**config.mk**
```make
export PLATFORM = sky130hd
export DESIGN_NAME = sliding_window_receiver
export DESIGN_NICKNAME = d
export VERILOG_FILES = /design/src/design/swr_pkg.sv /design/src/design/sliding_window_receiver.sv /design/src/design/swr_cell.sv
export SDC_FILE = /design/constraint.sdc
export NUM_CORES = 1
export LEC_CHECK = 0
export ABC_AREA = 1
export BUFFER_PORTS_ARGS = -buffer_cell sky130_fd_sc_hd__buf_2
export CORE_MARGIN = 5
export CORE_UTILIZATION = 55
export DETAILED_ROUTE_END_ITERATION = 12
export PLACE_DENSITY = 0.81
export RECOVER_POWER = 50
export SLEW_MARGIN = 5
export SYNTH_ARGS = -nofsm -noshare
export SYNTH_HDL_FRONTEND = slang
export SYNTH_HIERARCHICAL = 1
export SYNTH_SLANG_ARGS = --single-unit
```
**constraint.sdc**
```tcl
create_clock -name clock -period 3.1 [get_ports clock]
set_input_delay 0.31 -clock clock [delete_from_list [all_inputs] [get_ports clock]]
set_output_delay 0.31 -clock clock [all_outputs]
set_load 0.01 [all_outputs]
```
**src/design/swr_pkg.sv**
```systemverilog
package swr_pkg;

   localparam int MAX_WINDOW = 32;
   localparam int SEQ_W      = 32;
   localparam int CSR_W      = 6;
   localparam int CNT_W      = 6;
   localparam int EWIN_W     = $clog2(MAX_WINDOW + 1);
   localparam int OFS_W      = $clog2(MAX_WINDOW);

   localparam logic [SEQ_W-1:0] SEQ_MAX     = '1;
   localparam logic [CSR_W-1:0] WINDOW_RESET = CSR_W'(32);

   typedef enum logic [1:0] {
      VERDICT_DROP = 2'd0,
      VERDICT_ACK  = 2'd1,
      VERDICT_NAK  = 2'd2
   } verdict_type;

   typedef struct packed {
      logic shift;
      logic set;
   } cell_ctrl_type;

endpackage

```
**src/design/sliding_window_receiver.sv**
```systemverilog
// Selective-repeat sliding-window receiver.
// Request channel (req_valid / req_stall / req_frame_seq): one transaction per
// arriving frame sequence number. Response channel (rsp_valid / rsp_stall /
// rsp_verdict / rsp_reply_seq / rsp_released_count): exactly one transaction
// per request: discard, cumulative ACK or NAK of the next expected number.
// Configuration: csr_wr_en writes csr_window_size (0 acts as 1, values above
// the maximum window act as the maximum); write only while idle.
// Received marks sit in a row of cells; cell 0 stands for the next expected
// frame. Release shifts the row down by one cell per cycle.
// Flow: a discarded frame goes from IDLE to DONE; an accepted frame goes from
// IDLE to SCAN, which releases n frames (0 to 32), then to DONE, where the
// response waits for the output register. req_stall is high from acceptance
// until the response is loaded into the output register. A new request is
// taken while the previous response still waits on rsp_stall; its response
// waits in turn for the output register.
// Reset (synchronous, active high) clears all marks, the last in-order
// number, and sets the window to 32.
module sliding_window_receiver (
   input  logic                        clock,
   input  logic                        reset,
   input  logic                        csr_wr_en,
   input  logic [swr_pkg::CSR_W-1:0]   csr_window_size,
   input  logic                        req_valid,
   output logic                        req_stall,
   input  logic [swr_pkg::SEQ_W-1:0]   req_frame_seq,
   output logic                        rsp_valid,
   input  logic                        rsp_stall,
   output logic [1:0]                  rsp_verdict,
   output logic [swr_pkg::SEQ_W-1:0]   rsp_reply_seq,
   output logic [swr_pkg::CNT_W-1:0]   rsp_released_count
);

   typedef enum logic [1:0] {
      IDLE,
      SCAN,
      DONE
   } state_type;

   state_type                      state_ff, state_in;
   logic [swr_pkg::CSR_W-1:0]      window_ff, window_in;
   logic [swr_pkg::SEQ_W-1:0]      last_ff, last_in;
   logic [swr_pkg::EWIN_W-1:0]     num_ff, num_in;
   logic                           drop_ff, drop_in;
   logic                           rsp_valid_ff, rsp_valid_in;
   swr_pkg::verdict_type           rsp_verdict_ff, rsp_verdict_in;
   logic [swr_pkg::SEQ_W-1:0]      rsp_reply_ff, rsp_reply_in;
   logic [swr_pkg::CNT_W-1:0]      rsp_count_ff, rsp_count_in;

   logic [swr_pkg::EWIN_W-1:0]     eff_win;
   logic [swr_pkg::SEQ_W-1:0]      diff;
   logic [swr_pkg::OFS_W-1:0]      offset;
   logic                           accept;
   logic                           in_window;
   logic                           scan_go;
   logic                           out_free;
   logic [swr_pkg::MAX_WINDOW-1:0] marks;

   always_comb begin
      if (window_ff == '0) begin
         eff_win = swr_pkg::EWIN_W'(1);
      end else if (32'(window_ff) > 32'(swr_pkg::MAX_WINDOW)) begin
         eff_win = swr_pkg::EWIN_W'(swr_pkg::MAX_WINDOW);
      end else begin
         eff_win = swr_pkg::EWIN_W'(window_ff);
      end
   end

   assign accept    = req_valid && !req_stall;
   assign diff      = req_frame_seq - last_ff;
   assign in_window = (req_frame_seq > last_ff) && (diff <= swr_pkg::SEQ_W'(eff_win));
   assign offset    = swr_pkg::OFS_W'(diff - swr_pkg::SEQ_W'(1));
   assign scan_go   = (state_ff == SCAN) && marks[0] && (num_ff < eff_win) &&
                      (last_ff != swr_pkg::SEQ_MAX);
   assign out_free  = !rsp_valid_ff || !rsp_stall;

   for (genvar i = 0; i < swr_pkg::MAX_WINDOW; i++) begin : g_cell
      swr_pkg::cell_ctrl_type ctrl;
      logic                   next_mark;

      assign ctrl.shift = scan_go;
      assign ctrl.set   = accept && in_window && (offset == swr_pkg::OFS_W'(i));

      if (i == swr_pkg::MAX_WINDOW - 1) begin : g_tail
         assign next_mark = 1'b0;
      end else begin : g_body
         assign next_mark = marks[i+1];
      end

      swr_cell u_cell (
         .clock     (clock),
         .reset     (reset),
         .ctrl      (ctrl),
         .next_mark (next_mark),
         .mark      (marks[i])
      );
   end

   always_comb begin
      state_in       = state_ff;
      window_in      = csr_wr_en ? csr_window_size : window_ff;
      last_in        = last_ff;
      num_in         = num_ff;
      drop_in        = drop_ff;
      rsp_valid_in   = rsp_valid_ff && rsp_stall;
      rsp_verdict_in = rsp_verdict_ff;
      rsp_reply_in   = rsp_reply_ff;
      rsp_count_in   = rsp_count_ff;

      case (state_ff)
         IDLE: begin
            if (accept) begin
               num_in  = '0;
               drop_in = !in_window;
               state_in = in_window ? SCAN : DONE;
            end
         end
         SCAN: begin
            if (scan_go) begin
               last_in = last_ff + swr_pkg::SEQ_W'(1);
               num_in  = num_ff + swr_pkg::EWIN_W'(1);
            end else begin
               state_in = DONE;
            end
         end
         DONE: begin
            if (out_free) begin
               rsp_valid_in = 1'b1;
               if (drop_ff) begin
                  rsp_verdict_in = swr_pkg::VERDICT_DROP;
                  rsp_reply_in   = '0;
                  rsp_count_in   = '0;
               end else begin
                  if (num_ff == '0 && last_ff != '0) begin
                     rsp_verdict_in = swr_pkg::VERDICT_NAK;
                  end else begin
                     rsp_verdict_in = swr_pkg::VERDICT_ACK;
                  end
                  if (last_ff == swr_pkg::SEQ_MAX) begin
                     rsp_reply_in = swr_pkg::SEQ_MAX;
                  end else begin
                     rsp_reply_in = last_ff + swr_pkg::SEQ_W'(1);
                  end
                  rsp_count_in = swr_pkg::CNT_W'(num_ff);
               end
               state_in = IDLE;
            end
         end
         default: begin
            state_in = IDLE;
         end
      endcase
   end

   always_ff @(posedge clock) begin
      if (reset) begin
         state_ff     <= IDLE;
         window_ff    <= swr_pkg::WINDOW_RESET;
         last_ff      <= '0;
         num_ff       <= '0;
         drop_ff      <= 1'b0;
         rsp_valid_ff <= 1'b0;
      end else begin
         state_ff     <= state_in;
         window_ff    <= window_in;
         last_ff      <= last_in;
         num_ff       <= num_in;
         drop_ff      <= drop_in;
         rsp_valid_ff <= rsp_valid_in;
      end
      rsp_verdict_ff <= rsp_verdict_in;
      rsp_reply_ff   <= rsp_reply_in;
      rsp_count_ff   <= rsp_count_in;
   end

   assign req_stall          = (state_ff != IDLE);
   assign rsp_valid          = rsp_valid_ff;
   assign rsp_verdict        = rsp_verdict_ff;
   assign rsp_reply_seq      = rsp_reply_ff;
   assign rsp_released_count = rsp_count_ff;

endmodule

```
**src/design/swr_cell.sv**
```systemverilog
module swr_cell (
   input  logic                   clock,
   input  logic                   reset,
   input  swr_pkg::cell_ctrl_type ctrl,
   input  logic                   next_mark,
   output logic                   mark
);

   logic mark_ff;
   logic mark_in;

   always_comb begin
      if (ctrl.shift) begin
         mark_in = next_mark;
      end else begin
         mark_in = mark_ff | ctrl.set;
      end
   end

   always_ff @(posedge clock) begin
      if (reset) begin
         mark_ff <= 1'b0;
      end else begin
         mark_ff <= mark_in;
      end
   end

   assign mark = mark_ff;

endmodule
```
* Word-level counts from Yosys, hierarchy flattened
Cells that the tools add are included.
** Word-level totals
- Output and inout port bits :: 42
- Word-level logic and storage cells :: 223
- Register bits :: 120
** Operators by class
- Mux-type cells :: 45
- Eq/ne operators :: 39
- Bitwise logic cells :: 32
- $add $sub $neg :: 4
- Reduce and logical (&&, ||, !) cells :: 58
- Order comparisons :: 4
** Operators with widths (count)
- 5-bit == test (second input constant) :: 16
- 5-bit by 4-bit == test with 1-bit output (second input constant) :: 8
- 1-bit logical AND :: 40
- 1-bit 2-to-1 mux :: 33
- 32-bit by 1-bit adder with 32-bit output (second input constant) :: 1
- 32-bit == test (second input constant) :: 1
- 32-bit > comparator :: 1
- 32-bit by 6-bit <= comparator with 1-bit output :: 1
- 32-bit 2-to-1 mux :: 1
- 32-bit != test (second input constant) :: 1
- 1-bit bitwise OR :: 32
- 32-bit nonzero test :: 1
- 32-bit subtractor :: 1
- 6-bit 2-to-1 mux :: 4
- 5-bit by 3-bit == test with 1-bit output (second input constant) :: 4
- 6-bit zero test :: 2
- 6-bit one-hot mux with 2 select lines :: 1
- 5-bit by 2-bit == test with 1-bit output (second input constant) :: 2
- 2-bit 2-to-1 mux :: 5
- 2-bit != test (second input constant) :: 4
- 6-bit by 1-bit adder with 6-bit output (second input constant) :: 1
- 6-bit > comparator (second input constant) :: 1
- 6-bit < comparator :: 1
- 2-bit one-hot mux with 3 select lines :: 1
- 12 further kinds :: 19

* Depth between registers and ports, before layout
Gate-level depths: netlist of run 1.
- Depth after elaboration :: 9
- Depth in mapped cells :: 28

* By module
The synthesis of run 1 kept the hierarchy.
** Modules (own cells, without submodules)
- sliding_window_receiver :: area each 7375.8 um2, cells each 1144, times used 1
- swr_cell :: area each 53.8 um2, cells each 10, times used 32

* Worst setup path after synthesis of run 1
No wires, ideal clock.
- Path kind :: input to register
- Start :: input port req_frame_seq[0] in the netlist's numbering
- End :: register g_cell[1].u_cell.mark_ff
- Buffers on the path :: 0
- Slack :: -0.110 ns
- Required time :: 3.034 ns
- Arrival time :: 3.144 ns
- Stages on the path :: 26
- Path through :: inv_1 -> ha_1 -> fa_1 -> inv_1 -> nand2_1 -> nand2_1 -> nand2_1 -> xnor2_1 -> ha_1 -> nand2_1 -> inv_1 -> nand2_1 -> nand2_1 -> nand2_1 -> nand3_1 -> nor2_1 -> nand3_1 -> nor2_2 -> nand3_2 -> nor2_8 -> nand3_4 -> nor2_2 -> inv_1 -> nand2_1 -> nor2_1 -> nor2_1
** RTL lines
- from (decl) :: line sliding_window_receiver.sv:25 : input logic [swr_pkg::SEQ_W-1:0] req_frame_seq,
- to (signal assigned) :: line swr_cell.sv:24 : mark_ff <= mark_in;
- to (decl) :: line swr_cell.sv:9 : logic mark_ff;

==> results of run 1 <==
area by class of cell:
class / count / area, sq um
multi-input combinational: 987 / 5130
fill: 1437 / 5550
sequential: 120 / 2810
clock buffer: 18 / 429
clock inverter: 14 / 156
timing repair buffer: 137 / 778
inverter: 342 / 1280
tap: 220 / 275
sequential cells by signal, indices dropped and copies added, names as in the netlist:
register            flops
rsp_reply_seq          32
last_ff                32
state_ff                2
rsp_valid               1
rsp_released_count      6
rsp_verdict             2
g_cell.u_cell/mark     32
num_ff                  6
window_ff               6
drop_ff                 1
through the flow:
stage	utilization	setup WS, ps
2_1_floorplan	-	5.51
3_3_place_gp	0.617	-206
3_5_place_dp	0.617	-269
4_1_cts	0.663	-115
5_1_grt	0.662	-426
6_report	0.662	-131
power by group through the flow:
stage / clock network, W / registers (W) / logic [W]
after floorplan: 0 / 0.00172 / 0.000371
after global placement: 0 / 0.00171 / 0.000563
after detailed placement: 0 / 0.00171 / 0.000573
after CTS: 0.00201 / 0.00167 / 0.000597
after global routing: 0.00209 / 0.00168 / 0.000683
final: 0.00199 / 0.00168 / 0.000608
path summary, 6_finish.rpt:
check | from | end | cells after the start
setup / recovery | last_ff[0]$_SDFFE_PP0P_ | g_cell[31].u_cell/mark$_SDFF_PP0_ | 25
hold reg to reg | last_ff[5]$_SDFFE_PP0P_ | last_ff[5]$_SDFFE_PP0P_ | 2
setup reg to reg | last_ff[0]$_SDFFE_PP0P_ | g_cell[31].u_cell/mark$_SDFF_PP0_ | 25
hold / removal | csr_window_size[5] | window_ff[5]$_SDFFE_PP1P_ | 3
cell families (layout without fill, tap and decap cells):
kind of cell / count (synthesis) / in the layout / share of synthesized area
AO/OA/AOI/OAI: 138 / 138 / 0.0803
XOR/XNOR: 35 / 35 / 0.0337
adder cells (fa/ha/maj): 48 / 48 / 0.0668
buffers and inverters: 358 / 511 / 0.149
flip-flops: 120 / 120 / 0.308
other: 1 / 1 / 0.000412
AND/OR/NAND/NOR: 764 / 765 / 0.362
cells in the mapped netlist, drive strengths merged:
library cell	count	area share
xnor2	5	0.0048
inv	341	0.14
edfxtp	40	0.13
nand3	57	0.038
a21oi	70	0.039
clkinv	1	0.00041
nor3b	1	0.00083
fa	1	0.0022
nand3b	5	0.0041
a22oi	1	0.00083
nor3	33	0.021
nor4	9	0.0062
conb	1	0.00041
or2	1	0.00069
o21ai	55	0.030
dfxtp	80	0.18
clkbuf	10	0.0041
nand2	407	0.17
xor2	30	0.029
o21a	1	0.00083
ha	47	0.065
a21o	1	0.00083
buf	6	0.0033
nand4	19	0.014
and2	1	0.00069
o21bai	3	0.0025
nor2	231	0.10
a211oi	7	0.0058
what timing repair did:
item                                    in CTS  in global routing
endpoints found under the setup margin      35                 35
pin swaps                                   15                 11
cloned                                       1                  0
gates resized for setup                     26                 11
setup buffers                                3                  1
metal layers:
layer  share of wire  track usage
met1            0.43        0.314
met2            0.47        0.408
met3           0.070       0.0476
met4           0.032       0.0870
met5               0            0
tightest hold or removal path: cells and delay by family:
kind | cells | cell delay [ps]
buffers and inverters | 1 | 80
AOI/OAI and AO/OA | 2 | 110
==> results list, run 1 <==
- Status: finished with violations
- Violated checks: capacitance limit, slew limit, setup timing
- Based on the critical path, the design can be clocked at up to about 310 MHz.
- Summed over all nets, the half-perimeter wirelength after detailed placement is roughly 18 mm.
- In this run the worst path has a maximum fanout of 9.
* Area of the die: just under 20000 sq um
- Average routed wire per standard cell: between 10 and 15 microns
- The design draws around 0.0043 W.
- The floorplan step set the die height to roughly 140 microns.
* Mapped cell area: 9100 sq um
* Cell internal pwr: 0.00313 W
- Die extent in x: roughly 140 microns
* Fin crit period: around 3200 ps
- Hold timing on the final database bottoms out at a slack of around 110 ps.
- Per-instance average area after synthesis: about 6.2 sq um
* Number of standard cells in the layout, taps in and fillers out: 1838
* Vias per std cell: 5.01
- After clock tree synthesis, the clock-pin slew on the worst setup and hold paths is approximately 60 ps.
- In this run the power density over the cells is 394 nW/um^2.
- The tightest min-delay check is of the in2reg type.
* Top cell by count, worst path: sky130_fd_sc_hd__nand2_1
* Layout-stage area growth over the synthesis result: 19.4%
- The kind of cell with the highest combined delay along the critical path is simple AND/OR/NAND/NOR gates.
- For this block, the initial DRC count from the detailed router was around 860.
- Number of cells in the design after placement: between 1500 and 2000
- Count of port buffers added during placement: 84
- The worst register-to-register path has a setup slack of -130 ps.
- The region available for standard cell placement spans 16400 sq um.
- The longest clock path from root to sink contains 2 buffers.
- Total number of yosys warnings: 6
* Data required time of the worst path: approximately 3500 ps
- CP arrival: about 3600 ps
* Sw frac: 0.269
* Vias in the first global route: 8528
- The critical path contains buffers and inverters numbering 3 combined.
- Antenna viol nets, final: 0
- The tree is rooted in a sky130_fd_sc_hd__clkbuf_16.
- Most common library cell in the layout ignoring fill and taps: sky130_fd_sc_hd__nand2_1
- Setup repair after global routing could not meet its margin everywhere.
- Commonest non-fill, non-tap cells in the layout: sky130_fd_sc_hd__nand2_1, sky130_fd_sc_hd__inv_1, sky130_fd_sc_hd__nor2_1
* Clock Power Share: 0.466
- Clock tree from TritonCTS: built
* Critical path type: reg2reg
- Cell area after layout: around 11000 sq um
* DP Area: 10100 sq um
- The total count of max-transition violations in the final report was 41.
- The initialized floorplan defines 47 standard-cell rows.
- Setup violations remaining at the end of the flow were counted as 33.
- Hold repair after CTS inserted 0 buffers.
- Skew final: approximately 15 ps
- For this run, the slowest stage of the critical path takes ~370 ps.
- IO Count: 85
- In this run, synthesis produced a sequential element count of 120.
- The clock reaches the later pin of the worst-skew pair after ~430 ps.
* Detailed-route DRC error count: 0
- In this run the tightest slew margin relative to its limit is -0.166.
* Vias after detailed routing: just over 9000
* Worst IR Drop VDD: between 400 and 500 uV
- Ratio of cells with drive above 1 in the final layout: 0.137
- Initial cell density of the core: 0.554
- Routed WL: 24.0 mm
* NumNets Final: roughly 1700
- Largest net degree at the start of global routing: 73
- For this run the aggregate overflow at the end of global routing stands at 0.
- The number of antenna violations at the first check in global routing was 0.
- Final-layout setup total negative slack: -2550 ps
- The analysis attributes to net switching a power of between 0.001 and 0.0015 W.
- The repair_antennas step left the layout with diodes totalling 0.
- The clock drives 120 sinks.
- The number of clock buffers added by TritonCTS is 17.
- Once routing completed, OpenROAD measured the worst setup slack at -131 ps.
- Relative contribution of sequential cells to total power: 0.392
- Synthesis handed over a netlist of between 1000 and 1500 instances.
- Crit path launch type: flop
* Leakage power summed over all cells: between 5 and 6 nW
* Cell with the largest stage delay on the worst path: sky130_fd_sc_hd__fa_2
- Detailed-routing iteration count for the pre-antenna-repair pass: 6
- CTS H-Tree Depth: 4
* First-pass GRT wire length: 39.0 mm
* Actual transition at the worst max-transition pin: approximately 1700 ps
- Gate power share: 0.142
- The worst setup path is captured at a flop.
- Combined global-route utilization of all metal layers: 0.243
- Distinct cell type count after synthesis: 40
* Period utilization: 1.04
- Number of maximum-capacitance constraint violations: 1
- Sequential fraction of the synthesis area: 0.308
* Post-Synthesis Net Count: approximately 1600
- Total count of hold-check failures in the final report: 0
- Final weighted congestion of routability-driven global placement: 0.959
Note: power is estimated with default switching activity, not from simulation.
==> inputs of run 2 (changes only) <==
--- a/config.mk
+++ b/config.mk
@@ -8,9 +8,9 @@
 export ABC_AREA = 1
 export BUFFER_PORTS_ARGS = -buffer_cell sky130_fd_sc_hd__buf_2
 export CORE_MARGIN = 5
-export CORE_UTILIZATION = 55
+export CORE_UTILIZATION = 60
 export DETAILED_ROUTE_END_ITERATION = 12
-export PLACE_DENSITY = 0.81
+export PLACE_DENSITY = 0.83
 export RECOVER_POWER = 50
 export SLEW_MARGIN = 5
 export SYNTH_ARGS = -nofsm -noshare
==> constraint.sdc (replaced) <==
create_clock -name clock -period 3.8 [get_ports clock]
set_input_delay 0.38 -clock clock [delete_from_list [all_inputs] [get_ports clock]]
set_output_delay 0.38 -clock clock [all_outputs]
set_load 0.01 [all_outputs]
==> results list, run 2 (synthesis gave the netlist of run 1 again) <==
- Min-delay src: csr_window_size[3] (was csr_window_size[5])
- Detailed-routing iteration count for the pre-antenna-repair pass: 5 (was 6)
- Chip Height: 133 microns (was 139 microns)
- Gate power share: 0.135 (was 0.142)
- Skew final: 15.9 ps (was 15.0 ps)
- Initial antenna violation count: 0 (unchanged)
- The first-pass GRT wire length came to 37.9 mm (was 39.0 mm).
- Cell internal pwr: 0.00246 W (was 0.00313 W)
- Cell area after layout: 10200 sq um (was 10900 sq um)
- The sequential cell fraction of total power is 0.406 (was 0.392).
- RSZ-0062 raised after global routing: no (was yes)
- Antenna Cells: 0 (unchanged)
* Met1 track utilization from global routing: 0.360 (was 0.314)
- DP Area: 9720 sq um (was 10100 sq um)
* Layout-stage area growth over the synthesis result: 12.2% (was 19.4%)
* Number of standard-cell rows in the floorplan: 45 (was 47)
- The clock root buffer is sky130_fd_sc_hd__clkbuf_16 (unchanged).
- The register cell area after layout was 2800 sq um (was 2810 sq um).
* CP arrival: 3860 ps (was 3580 ps)
- The power per cell area was 330 nW/um^2 (was 394 nW/um^2).
- Hold/Removal Path Class: in2reg (unchanged)
- Status: finished with violations (unchanged).
* Startpoint of the lowest-slack register-to-register path: last_ff[0]$_SDFFE_PP0P_ (unchanged)
* Violated checks: capacitance limit, slew limit (was capacitance limit, slew limit, setup timing)
- The end of the worst hold path was window_ff[3]$_SDFFE_PP0P_ (was window_ff[5]$_SDFFE_PP1P_).
- Setup WS post-layout: 287 ps (was -131 ps)
- Actual transition at the worst max-transition pin: 2230 ps (was 1750 ps)
- The clock share of power came to 0.459 (was 0.466).
* Global-route layer with the greatest usage: met2 (unchanged)
- The HPWL after detailed placement was 17.5 mm (was 17.7 mm).
- The horizontal extent of the die was 133 microns (was 139 microns).
- The sort of element at the start of the critical path is a flop (unchanged).
- Vias in the first global route: 8036 (was 8528)
- The worst setup timing slack at the placement stage is 249 ps (was -269 ps).
- The total detailed-routing wirelength came to 23.1 mm (was 24.0 mm).
- The number of design rule violations left after detail routing came to 0 (unchanged).
- The final number of setup-violating endpoints was 0 (was 33).
- The met2 global-route usage is 0.424 (was 0.408).
* Setup slack of the worst register-to-register path: 290 ps (was -130 ps)
- Average routed wire per standard cell: 13.2 microns (was 13.1 microns)
- Hold Crit Depth: 3 (unchanged)
- The largest fanout of any net on the critical path came to 10 (was 9).
- The final setup TNS was 0 ps (was -2550 ps).
- The total count of max-transition violations in the final report is 87 (was 41).
- Area of the die: 17700 sq um (was 19200 sq um)
* Commonest non-fill, non-tap cells in the layout: sky130_fd_sc_hd__nand2_1, sky130_fd_sc_hd__inv_1, sky130_fd_sc_hd__nor2_1 (unchanged)
- Number of maximum-capacitance constraint violations: 2 (was 1)
- Initial cell density of the core: 0.605 (was 0.554)
- The number of buffers added by the clock tree synthesis step was 17 (unchanged).
* Post-route core utilization: 0.679 (was 0.662)
- The number of DRC markers in iteration 0 came to 987 (was 861).
- Count of port buffers added during placement: 84 (unchanged)
- The total congestion overflow is 0 (unchanged).
* Sw frac: 0.270 (was 0.269)
- Most common library cell in the layout ignoring fill and taps: sky130_fd_sc_hd__nand2_1 (unchanged)
- Multi-input gate area in the final layout: 4940 sq um (was 5130 sq um)
* Total count of hold-check failures in the final report: 0 (unchanged)
- The clock tree from TritonCTS was built (unchanged).
- The worst flop-to-flop path endpoint was g_cell[31].u_cell/mark$_SDFF_PP0_ (unchanged).
- Vias after detailed routing: 8906 (was 9211)
- The core footprint came to 15000 sq um (was 16400 sq um).
* CTS H-Tree Depth: 4 (unchanged)
* Data required time of the worst path: 4150 ps (was 3450 ps)
- Ratio of cells with drive above 1 in the final layout: 0.0829 (was 0.137)
- Final weighted congestion of routability-driven global placement: 0.931 (was 0.959)
* Fin crit period: 3510 ps (was 3230 ps)
- Setup crit end kind: flop (unchanged)
- The worst ir drop on vdd was 296 uV (was 426 uV).
- Cells on worst reg2reg path: 24 (was 25)
- The clock-pin slew of the registers on the worst-case setup and hold paths is 50 ps (was 60 ps).
- Maximum clock frequency: 285 MHz (was 310 MHz)
- Number of buffers on the longest clock path: 2 (unchanged)
* Worst skew pair latency: 420 ps (was 430 ps)
- Vias per std cell: 5.07 (was 5.01)
* Leakage power summed over all cells: 5.13 nW (was 5.41 nW)
- Period utilization: 0.924 (was 1.04)
* Max-Slew Margin vs Limit: -0.489 (was -0.166)
* Critical path type: reg2reg (unchanged)
* Largest net degree at the start of global routing: 73 (unchanged)
- The final net count is 1646 (was 1696).
- The total I/O pin count is 85 (unchanged).
- The number of filler instances in the final layout was 1369 (was 1437).
- The residual antenna-violating net count after detailed routing came to 0 (unchanged).
- The total net switching power came to 0.000908 W (was 0.00115 W).
- Clock sink total: 120 (unchanged)
- The total routing resource utilization after global routing was 0.261 (was 0.243).
- The met3 layer usage reported by global route was 0.0374 (was 0.0476).
run 2: cell types whose count changed in the layout (fill, tap and decap cells not counted), moves of 4 or more:
cell,before,now
sky130_fd_sc_hd__buf_4,52,3
sky130_fd_sc_hd__nor3_1,21,29
sky130_fd_sc_hd__nor3_2,12,4
sky130_fd_sc_hd__ha_4,6,0
sky130_fd_sc_hd__nand2_1,386,392
sky130_fd_sc_hd__nand2_2,20,14
sky130_fd_sc_hd__nor2_1,204,210
sky130_fd_sc_hd__ha_1,41,46
sky130_fd_sc_hd__inv_1,330,335
sky130_fd_sc_hd__inv_2,11,6
sky130_fd_sc_hd__nor2_2,23,18
sky130_fd_sc_hd__clkbuf_1,43,47
run 2: worst max path at each step:
stage	endpoint	depth (start not counted)	slack, ps	start
floorplan	g_cell[1].u_cell/mark$_SDFF_PP0_	26	520	req_frame_seq[0]
global placement	g_cell[26].u_cell/mark$_SDFF_PP0_	27	350	req_frame_seq[0]
detailed placement	g_cell[11].u_cell/mark$_SDFF_PP0_	27	250	req_frame_seq[0]
CTS	g_cell[31].u_cell/mark$_SDFF_PP0_	28	270	last_ff[2]$_SDFFE_PP0P_
global route	g_cell[31].u_cell/mark$_SDFF_PP0_	25	20	last_ff[3]$_SDFFE_PP0P_
finish	g_cell[31].u_cell/mark$_SDFF_PP0_	24	290	last_ff[0]$_SDFFE_PP0P_
run 2: area by class of cell:
cell class                 instances  share of cell area
clock buffer                      21              0.0432
clock inverter                    11              0.0105
inverter                         342               0.126
multi-input combinational        986               0.484
sequential                       120               0.275
tap                              188              0.0231
timing repair buffer              88              0.0386
run 2: repair_timing:
item,4_1_cts,5_1_grt
gates resized for setup,0,2
hold buffers,0,0
buffers inserted,0,0
setup endpoints to repair,0,7
run 2: power by group through the flow:
stage	Clock, W	Sequential, W	Combinational (W)
2_1_floorplan	0	0.00140	0.000301
3_3_place_gp	0	0.00139	0.000440
3_5_place_dp	0	0.00139	0.000449
4_1_cts	0.00156	0.00137	0.000453
5_1_grt	0.00161	0.00137	0.000512
6_report	0.00154	0.00137	0.000454
run 2: stage by stage:
step,std cells,hold slack [ps],total power [W]
final,1756,187,0.00337
after global routing,1756,230,0.00349
after CTS,1756,183,0.00338
after detailed placement,1724,490,0.00184
after global placement,1724,482,0.00183
after floorplan,1464,464,0.00170
run 2: worst max-delay path: stages (launching register included):
cell	delay [ps]
sky130_fd_sc_hd__dfxtp_1	390
sky130_fd_sc_hd__ha_1	240
sky130_fd_sc_hd__fa_1	410
sky130_fd_sc_hd__inv_1	70
sky130_fd_sc_hd__nand2_1	50
sky130_fd_sc_hd__nand2_1	120
sky130_fd_sc_hd__nand2_1	80
sky130_fd_sc_hd__xnor2_1	150
sky130_fd_sc_hd__ha_1	280
sky130_fd_sc_hd__nand2_1	40
sky130_fd_sc_hd__inv_1	80
sky130_fd_sc_hd__nand4_1	110
sky130_fd_sc_hd__nand2_1	90
sky130_fd_sc_hd__nand3_1	60
sky130_fd_sc_hd__nor2_1	100
sky130_fd_sc_hd__nand3_1	100
sky130_fd_sc_hd__nor2_2	100
sky130_fd_sc_hd__nand3_2	130
sky130_fd_sc_hd__nor2_8	200
sky130_fd_sc_hd__nand2_4	140
sky130_fd_sc_hd__nor3_1	200
sky130_fd_sc_hd__inv_1	60
sky130_fd_sc_hd__nand2_1	60
sky130_fd_sc_hd__nor2_1	40
sky130_fd_sc_hd__nor2_1	150
run 2: per-layer routing:
layer	vias to the layer above	part of all wire	wire, microns
met5	-	0	0
li1	4652	-	-
met3	45	0.059	1360
met2	280	0.45	10500
met1	3929	0.46	10700
met4	0	0.024	557
